===== config.mk =====
export PLATFORM = sky130hd
export DESIGN_NAME = multi_channel_tick_timer
export DESIGN_NICKNAME = d
export VERILOG_FILES = /design/src/rtl/mctt_pkg.sv /design/src/rtl/mctt_datapath.sv /design/src/rtl/mctt_ctrl.sv /design/src/rtl/multi_channel_tick_timer.sv
export SDC_FILE = /design/constraint.sdc
export NUM_CORES = 2
export LEC_CHECK = 0
export ABC_AREA = 1
export BUFFER_PORTS_ARGS = -buffer_cell sky130_fd_sc_hd__clkbuf_2
export CAP_MARGIN = 20
export CORE_ASPECT_RATIO = 1.4
export CORE_UTILIZATION = 58
export CTS_CLUSTER_DIAMETER = 100
export CTS_CLUSTER_SIZE = 40
export DETAILED_ROUTE_END_ITERATION = 12
export PLACE_DENSITY = 0.77
export SYNTH_ARGS = -nofsm -noshare
export SYNTH_HDL_FRONTEND = slang
export SYNTH_SLANG_ARGS = --single-unit
export TNS_END_PERCENT = 5

===== constraint.sdc =====
create_clock -name i_clk -period 5.46 [get_ports i_clk]
set_clock_uncertainty 0.15 [all_clocks]
set_input_delay 0.546 -clock i_clk [delete_from_list [all_inputs] [get_ports i_clk]]
set_output_delay 0.546 -clock i_clk [all_outputs]
set_load 0.05 [all_outputs]

===== src/rtl/mctt_pkg.sv =====
// Package for the multi-channel tick timer: payload structs, request codes,
// controller states and command/status bundles. No dependencies.
package mctt_pkg;

    localparam int DEF_NUM_CHANNELS = 16;
    localparam int DEF_MAX_ACTIVE   = 10;

    localparam int CH_W       = 4;
    localparam int PERIOD_W   = 32;
    localparam int MAX_RES    = 16;
    localparam int RES_CNT_W  = 5;

    localparam logic [1:0] REQ_CONFIG = 2'd0;
    localparam logic [1:0] REQ_START  = 2'd1;
    localparam logic [1:0] REQ_STOP   = 2'd2;
    localparam logic [1:0] REQ_TICK   = 2'd3;

    typedef struct packed {
        logic [1:0]          req_type;
        logic [CH_W-1:0]     channel;
        logic [PERIOD_W-1:0] period;
        logic                reload_mode;
        logic                notify_enable;
    } t_in;

    typedef struct packed {
        logic [CH_W-1:0] result_channel;
        logic            expired;
        logic            accepted;
        logic            last;
    } t_out;

    typedef enum logic [2:0] {
        ST_IDLE,
        ST_PERIOD_RD,
        ST_RESP,
        ST_WALK,
        ST_FLUSH
    } t_state;

    // Commands from the controller to the datapath.
    typedef struct packed {
        logic capture;     // latch the request, clear the walk state
        logic period_rd;   // read the addressed channel's period
        logic resp;        // apply configure/start/stop and load its result
        logic walk_step;   // advance the channel walk by one position
        logic flush;       // emit the held expiry as the final result
    } t_cmd;

    // Status from the datapath to the controller.
    typedef struct packed {
        logic out_free;    // output register can take a result this cycle
        logic walk_hold;   // walk must pause until the output drains
        logic walk_done;   // every channel read has been issued
        logic pend_valid;  // an expiry is held back for its last flag
    } t_status;

endpackage


===== src/rtl/mctt_datapath.sv =====
// Datapath of the multi-channel tick timer: channel memories, flags, walk
// pipeline and output register. Depends on mctt_pkg.
module mctt_datapath #(
    parameter int NUM_CHANNELS = mctt_pkg::DEF_NUM_CHANNELS,
    parameter int MAX_ACTIVE   = mctt_pkg::DEF_MAX_ACTIVE
) (
    input  logic             i_clk,
    input  logic             i_rst_n,
    input  mctt_pkg::t_in    i_in_data,
    input  mctt_pkg::t_cmd   i_cmd,
    output mctt_pkg::t_status o_status,
    input  logic             i_out_stall,
    output logic             o_out_valid,
    output mctt_pkg::t_out   o_out_data
);

    localparam int ChW  = (NUM_CHANNELS > 1) ? $clog2(NUM_CHANNELS) : 1;
    localparam int IdxW = $clog2(NUM_CHANNELS + 1);
    localparam int CntW = IdxW;
    localparam int PW   = mctt_pkg::PERIOD_W;
    localparam int RW   = mctt_pkg::RES_CNT_W;

    mctt_pkg::t_in          r_req;
    logic [NUM_CHANNELS-1:0] r_active;
    logic [NUM_CHANNELS-1:0] r_reload;
    logic [NUM_CHANNELS-1:0] r_notify;
    logic [NUM_CHANNELS-1:0] r_valid;
    logic [CntW-1:0]        r_count;

    logic [PW-1:0]          r_per_mem [NUM_CHANNELS];
    logic [PW-1:0]          r_rem_mem [NUM_CHANNELS];
    logic [PW-1:0]          r_per_rd;
    logic [PW-1:0]          r_rem_rd;
    logic                   r_rd_valid;

    logic [IdxW-1:0]        r_idx;
    logic                   r_proc_v;
    logic [ChW-1:0]         r_proc_idx;
    logic                   r_pend_v;
    logic [ChW-1:0]         r_pend_idx;
    logic [RW-1:0]          r_res_cnt;

    logic                   r_out_v;
    mctt_pkg::t_out         r_out;

    logic                   ch_ok;
    logic [ChW-1:0]         req_idx;
    logic                   req_act;
    logic                   acc;
    logic [PW-1:0]          per_val;
    logic [PW-1:0]          rem_val;
    logic [PW-1:0]          rem_dec;
    logic                   walk_rd;
    logic [ChW-1:0]         walk_idx;
    logic                   proc_live;
    logic                   proc_zero;
    logic                   exp_rep;
    logic                   out_free;
    logic                   proc_fire;
    logic                   push_mid;
    logic                   rd_en;
    logic [ChW-1:0]         rd_addr;
    logic                   rem_we;
    logic [ChW-1:0]         rem_wa;
    logic [PW-1:0]          rem_wd;
    logic                   per_we;

    always_comb begin
        ch_ok    = 32'(r_req.channel) < 32'(NUM_CHANNELS);
        req_idx  = ChW'(r_req.channel);
        req_act  = ch_ok && r_active[req_idx];
        case (r_req.req_type)
            mctt_pkg::REQ_CONFIG: acc = ch_ok && !req_act;
            mctt_pkg::REQ_START:  acc = ch_ok && !req_act
                                        && (32'(r_count) < 32'(MAX_ACTIVE));
            mctt_pkg::REQ_STOP:   acc = req_act;
            default:              acc = 1'b0;
        endcase

        // An entry never written since reset reads as zero.
        per_val  = r_rd_valid ? r_per_rd : '0;
        rem_val  = r_rd_valid ? r_rem_rd : '0;
        rem_dec  = rem_val - PW'(1);

        walk_rd  = r_idx < IdxW'(NUM_CHANNELS);
        walk_idx = ChW'(r_idx);

        proc_live = r_proc_v && r_active[r_proc_idx] && (rem_val != '0);
        proc_zero = proc_live && (rem_dec == '0);
        exp_rep   = proc_zero && r_notify[r_proc_idx]
                    && (r_res_cnt < RW'(mctt_pkg::MAX_RES));

        out_free  = !r_out_v || !i_out_stall;
        proc_fire = i_cmd.walk_step && r_proc_v;
        push_mid  = proc_fire && exp_rep && r_pend_v;

        rd_en   = i_cmd.period_rd || (i_cmd.walk_step && walk_rd);
        rd_addr = i_cmd.period_rd ? req_idx : walk_idx;

        per_we = i_cmd.resp && acc && (r_req.req_type == mctt_pkg::REQ_CONFIG);
        rem_we = 1'b0;
        rem_wa = req_idx;
        rem_wd = r_req.period;
        if (i_cmd.resp && acc && (r_req.req_type == mctt_pkg::REQ_CONFIG)) begin
            rem_we = 1'b1;
        end else if (i_cmd.resp && acc && (r_req.req_type == mctt_pkg::REQ_START)) begin
            rem_we = 1'b1;
            rem_wd = per_val;
        end else if (proc_fire && proc_live) begin
            rem_we = 1'b1;
            rem_wa = r_proc_idx;
            if (proc_zero) begin
                rem_wd = r_reload[r_proc_idx] ? per_val : '0;
            end else begin
                rem_wd = rem_dec;
            end
        end

        o_status.out_free   = out_free;
        o_status.walk_hold  = r_proc_v && exp_rep && r_pend_v && !out_free;
        o_status.walk_done  = !walk_rd;
        o_status.pend_valid = r_pend_v;
    end

    // Channel memories, one write and one read per cycle each.
    always_ff @(posedge i_clk) begin
        if (per_we) begin
            r_per_mem[req_idx] <= r_req.period;
        end
        if (rem_we) begin
            r_rem_mem[rem_wa] <= rem_wd;
        end
        if (rd_en) begin
            r_per_rd   <= r_per_mem[rd_addr];
            r_rem_rd   <= r_rem_mem[rd_addr];
            r_rd_valid <= r_valid[rd_addr];
        end
    end

    // Payload registers.
    always_ff @(posedge i_clk) begin
        if (i_cmd.capture) begin
            r_req <= i_in_data;
        end
        if (i_cmd.walk_step) begin
            r_proc_idx <= walk_idx;
        end
        if (proc_fire && exp_rep) begin
            r_pend_idx <= r_proc_idx;
        end
        if (i_cmd.resp) begin
            r_out.result_channel <= r_req.channel;
            r_out.expired        <= 1'b0;
            r_out.accepted       <= acc;
            r_out.last           <= 1'b1;
        end else if (push_mid || i_cmd.flush) begin
            r_out.result_channel <= mctt_pkg::CH_W'(r_pend_idx);
            r_out.expired        <= 1'b1;
            r_out.accepted       <= 1'b0;
            r_out.last           <= i_cmd.flush;
        end
    end

    // Control state.
    always_ff @(posedge i_clk) begin
        if (!i_rst_n) begin
            r_active  <= '0;
            r_reload  <= '0;
            r_notify  <= '0;
            r_valid   <= '0;
            r_count   <= '0;
            r_idx     <= '0;
            r_proc_v  <= 1'b0;
            r_pend_v  <= 1'b0;
            r_res_cnt <= '0;
            r_out_v   <= 1'b0;
        end else begin
            if (i_cmd.resp && acc) begin
                case (r_req.req_type)
                    mctt_pkg::REQ_CONFIG: begin
                        r_reload[req_idx] <= r_req.reload_mode;
                        r_notify[req_idx] <= r_req.notify_enable;
                        r_valid[req_idx]  <= 1'b1;
                    end
                    mctt_pkg::REQ_START: begin
                        r_active[req_idx] <= 1'b1;
                        r_count           <= r_count + CntW'(1);
                    end
                    mctt_pkg::REQ_STOP: begin
                        r_active[req_idx] <= 1'b0;
                        if (r_count != '0) begin
                            r_count <= r_count - CntW'(1);
                        end
                    end
                    default: begin
                    end
                endcase
            end
            if (proc_fire && proc_zero && !r_reload[r_proc_idx]) begin
                r_active[r_proc_idx] <= 1'b0;
                if (r_count != '0) begin
                    r_count <= r_count - CntW'(1);
                end
            end

            if (i_cmd.capture) begin
                r_idx     <= '0;
                r_proc_v  <= 1'b0;
                r_pend_v  <= 1'b0;
                r_res_cnt <= '0;
            end else begin
                if (i_cmd.walk_step) begin
                    r_proc_v <= walk_rd;
                    if (walk_rd) begin
                        r_idx <= r_idx + IdxW'(1);
                    end
                end
                if (proc_fire && exp_rep) begin
                    r_pend_v  <= 1'b1;
                    r_res_cnt <= r_res_cnt + RW'(1);
                end else if (i_cmd.flush) begin
                    r_pend_v <= 1'b0;
                end
            end

            if (i_cmd.resp || push_mid || i_cmd.flush) begin
                r_out_v <= 1'b1;
            end else if (!i_out_stall) begin
                r_out_v <= 1'b0;
            end
        end
    end

    assign o_out_valid = r_out_v;
    assign o_out_data  = r_out;

endmodule


===== src/rtl/mctt_ctrl.sv =====
// Controller state machine of the multi-channel tick timer. Sequences each
// request through the datapath by commands. Depends on mctt_pkg.
module mctt_ctrl (
    input  logic              i_clk,
    input  logic              i_rst_n,
    input  logic              i_in_valid,
    input  logic [1:0]        i_req_type,
    output logic              o_in_stall,
    input  mctt_pkg::t_status i_status,
    output mctt_pkg::t_cmd    o_cmd
);

    mctt_pkg::t_state r_state;
    mctt_pkg::t_state n_state;

    always_ff @(posedge i_clk) begin
        if (!i_rst_n) begin
            r_state <= mctt_pkg::ST_IDLE;
        end else begin
            r_state <= n_state;
        end
    end

    always_comb begin
        n_state    = r_state;
        o_cmd      = '0;
        o_in_stall = 1'b1;
        case (r_state)
            mctt_pkg::ST_IDLE: begin
                o_in_stall = 1'b0;
                if (i_in_valid) begin
                    o_cmd.capture = 1'b1;
                    case (i_req_type)
                        mctt_pkg::REQ_TICK:  n_state = mctt_pkg::ST_WALK;
                        mctt_pkg::REQ_START: n_state = mctt_pkg::ST_PERIOD_RD;
                        default:             n_state = mctt_pkg::ST_RESP;
                    endcase
                end
            end
            mctt_pkg::ST_PERIOD_RD: begin
                o_cmd.period_rd = 1'b1;
                n_state         = mctt_pkg::ST_RESP;
            end
            mctt_pkg::ST_RESP: begin
                if (i_status.out_free) begin
                    o_cmd.resp = 1'b1;
                    n_state    = mctt_pkg::ST_IDLE;
                end
            end
            mctt_pkg::ST_WALK: begin
                if (!i_status.walk_hold) begin
                    o_cmd.walk_step = 1'b1;
                    if (i_status.walk_done) begin
                        n_state = mctt_pkg::ST_FLUSH;
                    end
                end
            end
            mctt_pkg::ST_FLUSH: begin
                if (!i_status.pend_valid) begin
                    n_state = mctt_pkg::ST_IDLE;
                end else if (i_status.out_free) begin
                    o_cmd.flush = 1'b1;
                    n_state     = mctt_pkg::ST_IDLE;
                end
            end
            default: begin
                n_state = mctt_pkg::ST_IDLE;
            end
        endcase
    end

endmodule


===== src/rtl/multi_channel_tick_timer.sv =====
// Multi-channel tick timer: a bank of countdown channels with one-shot or
// auto-reload behavior. Top level; instantiates mctt_ctrl and mctt_datapath
// and uses mctt_pkg.
//
// Usage: requests arrive on the input channel (i_in_valid, o_in_stall,
// i_in_data). A configure, start or stop produces exactly one result on the
// output channel (o_out_valid, i_out_stall, o_out_data) carrying the
// addressed channel and whether the request took effect. A tick produces one
// result per reported expiry, in ascending channel order, with last set on
// the final one; a tick with no reported expiry produces no transfer at all.
// Configure and stop pass through a response state before the next possible
// input transfer; start first passes through a state for the period memory read.
// A tick walks every channel through the memory read port, one channel per
// cycle while the walk is not paused by a stalled output.
// Results are held in an output register, so a request is taken while the
// previous result still waits. When the receiver stalls, a pending result
// stays put; the walk pauses only when a second expiry must leave before the
// held one has drained, and a single result waits in its own state.
// Reset is synchronous and active low: all channels become inactive and
// unconfigured (periods and counts read as zero), the active count clears and
// the output register empties. No clearing pass is needed after reset.
module multi_channel_tick_timer #(
    parameter int NUM_CHANNELS = mctt_pkg::DEF_NUM_CHANNELS,
    parameter int MAX_ACTIVE   = mctt_pkg::DEF_MAX_ACTIVE
) (
    input  logic           i_clk,
    input  logic           i_rst_n,
    input  logic           i_in_valid,
    output logic           o_in_stall,
    input  mctt_pkg::t_in  i_in_data,
    output logic           o_out_valid,
    input  logic           i_out_stall,
    output mctt_pkg::t_out o_out_data
);

    // Commands and status between the state machine and the datapath.
    mctt_pkg::t_cmd    cmd;
    mctt_pkg::t_status status;

    mctt_ctrl u_ctrl (
        .i_clk      (i_clk),
        .i_rst_n    (i_rst_n),
        .i_in_valid (i_in_valid),
        .i_req_type (i_in_data.req_type),
        .o_in_stall (o_in_stall),
        .i_status   (status),
        .o_cmd      (cmd)
    );

    mctt_datapath #(
        .NUM_CHANNELS (NUM_CHANNELS),
        .MAX_ACTIVE   (MAX_ACTIVE)
    ) u_datapath (
        .i_clk       (i_clk),
        .i_rst_n     (i_rst_n),
        .i_in_data   (i_in_data),
        .i_cmd       (cmd),
        .o_status    (status),
        .i_out_stall (i_out_stall),
        .o_out_valid (o_out_valid),
        .o_out_data  (o_out_data)
    );

endmodule


==> impl_results.md <==
* Placeable Area at 86,800 um2
* Routed len/inst at 23.85 um
* CTS tree: done
* Synth async-reset ratio at 0%
* CTS Buf Count at 36
* Setup bufs post-CTS at 0
* Gp weighted congestion at 1.001
* DRC at 0
* Synthesized flop and latch total at 1,229
* Pin count of the biggest net entering global routing at 221
* Sink Count at 1,229
* Hold-fix buffers, CTS at 40
* Total grt overflow at 0
* Simple-Gate Fraction of Synth Area at 12.69%
* Hold Fails Final Rpt at 0
* Layout cells sized above 1 at 6.596%
* HPWL after DPL at 75.80 mm
* HP Class: input pin to flip-flop
* Top-count cell post-synth: edfxtp_1
* Worst R2R Setup Slack at 0.56 ns
* Clock Latency Late Sink at 0.69 ns
* Post-synthesis compound-gate area fraction at 12.62%
* WL final at 129.9 mm
* DP Cell Count at 5,353
* Main combinational cell family by area after synthesis: simple AND/OR/NAND/NOR gates
* Final min period at 4.895 ns
* Count of pins over their slew limit at 0
* Mapped Area at 50,790 um2
* Worst R2R Path Depth at 20
* Antenna violations before repair at 1
* Setup TNS at 0 ns
* # setup viols final at 0
* LEAKAGE at 17.86 nW
* Number of synthesized flops with an enable pin at 1,142
* Vias in the first global route at 32,471
* Seq/Total Area, Yosys at 70.95%
* Ranking of synthesized cells by area: edfxtp_1 (68%), o21ai_0 (6.3%), nor2_1 (6.2%), nand2_1 (3.7%), dfxtp_1 (3.4%)
* Worst Path Max Fanout at 31
* Die ar. at 88,770 um2
* Worst path arrival time at 5.04 ns
* Total GRT Usage at 28.78%
* Mux cell area share after synthesis at 0%
* DR vias/cell at 6.287
* Synth top area share at 67.52%
* Number of H-tree levels at 2
* Peak VDD IR at 0.0003085 V
* Net Count, Synth at 4,369
* Total number of vias at 34,237
* Hold depth at 3
* Io pins at 53
* Warnings, synthesis at 0
* Synthesized-area fraction occupied by adder cells at 0.2710%
* PD cells at 285.6 nW/um2
* Initial DRC count at 4,147
* Layout area overhead at 6.696%
* Status: complete, no violations
* Synth Area in XOR/XNOR at 0.1355%
* Fill count at 6,589
* WP data required at 5.61 ns
* Largest area contributor in the netlist: edfxtp_1
* Die Ht at 352.1 um
* ANT nets after route at 0
* Slew Limit Headroom at 22.73%
* Worst setup SP type: flip-flop
* Main synth FF type: edfxtp_1
* Max Cap Viol at 0
* Row cnt at 128
* Setup crit end kind: flip-flop
* Finished Layout Cells at 5,446
* Post-synth top cells: edfxtp_1 (1,142), nor2_1 (837), o21ai_0 (642), nand2_1 (501), clkbuf_1 (240)
* First-pass GRT wire length at 192.4 mm
* NumNets Final at 4,316
* IO Port Bufs at 52
* Die Wd at 252.1 um
* Clock Tree Buf Depth at 3
* Fin crit share at 89.65%
* Post-Synthesis Cells at 4,314
* RSZ-0062 raised after global routing: false
* Drt first pass iters at 6
* Critical path type: flip-flop to flip-flop
* Initial Util at 58.51%
* Root Buffer: clkbuf_16
* Clock slew at reported path FFs at 0.15 ns
* Cts repair resizes at 0
* Synth unique cells at 49
* Worst Max-Slew Pin Slew at 1.159 ns
* Fmax at 204.3 MHz
* Syn_area_per_cell at 11.77 um2
[power by group]
part           internal (mW)  switching, mW
logic                  0.276          0.794
registers               10.4          0.128
clock network           1.27           2.58
total                   12.0           3.50
[worst max-delay path, cell delays in order, from the launching register on]
cell and delay, ns:
edfxtp_1 0.53, buf_4 0.35, buf_4 0.28, nand2_1 0.15, nand2_1 0.12, nor2_1 0.05, nand2_1 0.12, nor2_1 0.05
nand2_1 0.06, nand2_1 0.08, nor2_4 0.30, nand2_1 0.08, nor2_1 0.10, nand2_1 0.09, nor2_4 0.23, nand3_4 0.16
nand3_4 0.19, buf_4 0.36, nor2_1 0.10, o21ai_0 0.47, nand2_1 0.45
[layout by cell type, fill, tap and decap left out, types with 36 or more instances in the layout]
cell and instances:
nor2_1 808, dlygate4sd3_1 40, clkbuf_16 36, o221ai_1 197, clkbuf_2 52, dfxtp_1 87
nand2_1 500, a21oi_1 41, inv_1 147, o21ai_0 640, o211ai_1 68, buf_4 52
nor2_4 39, edfxtp_1 1142, o22ai_1 69, nand3_1 134
[worst paths after layout]
path / startpoint / to
setup / recovery: u_datapath.r_rd_valid / u_datapath.r_rem_mem[1][28]
setup reg to reg: u_datapath.r_rd_valid / u_datapath.r_rem_mem[1][28]
hold / removal: i_in_valid / u_ctrl.r_state[2]
hold reg to reg: u_datapath.r_valid[11] / u_datapath.r_valid[11]
[registers in the layout, indices dropped and copies added, names as in the netlist, 7 cells and up]
register	cells
u_datapath.r_per_mem	512
u_datapath.r_valid	16
u_datapath.r_notify	16
u_datapath.r_active	16
u_datapath.r_req	36
u_datapath.r_rem_mem	512
u_datapath.r_reload	16
u_datapath.r_per_rd	32
u_datapath.o_out_data	7
u_datapath.r_rem_rd	32
[kinds of logic (layout without fill, tap and decap cells)]
family / count (synthesis) / in the layout
and+or+nand+nor: 1570 / 1570
AOI/OAI and AO/OA: 1069 / 1069
other: 0 / 1
adders and majority gates: 11 / 11
xor gates and xnor gates: 7 / 7
buffers and inverters: 428 / 389
DFF: 1229 / 1229
[metrics by stage]
stage	setup WS [ns]	area (um2)	power (mW)	hold slack (ns)	utilization, %
floorplan	1.045	50790	11.37	0.2755	-
global placement	0.7815	52780	11.77	0.2947	60.80
detailed placement	0.7308	52780	11.80	0.2985	60.80
CTS	0.6979	54190	15.46	0.05258	62.43
global route	0.3446	54190	15.86	0.06629	62.43
finish	0.5649	54190	15.48	0.06546	62.43
[cell type report]
| type | count | area (um2) | area share [%] |
|---|---|---|---|
| Sequential cell | 1229 | 36030 | 66.50 |
| Tap cell | 1170 | 1464 | 2.701 |
| Multi-Input combinational cell | 2657 | 13330 | 24.60 |
| Timing Repair Buffer | 178 | 1732 | 3.196 |
| Clock buffer | 48 | 945.9 | 1.746 |
| Clock inverter | 4 | 65.06 | 0.1201 |
| Antenna cell | 1 | 2.502 | 0.004618 |
| Inverter | 159 | 615.6 | 1.136 |
[metal layers]
| layer | vias up | wire, um | global-route usage [%] |
|---|---|---|---|
| met5 | - | 0 | 0 |
| met4 | 0 | 6398 | 13.95 |
| met3 | 344 | 10470 | 3.432 |
| met2 | 1759 | 65160 | 48.95 |
| met1 | 16680 | 47830 | 36.71 |
| li1 | 15454 | - | - |
Note: power is estimated with default switching activity, not from simulation.
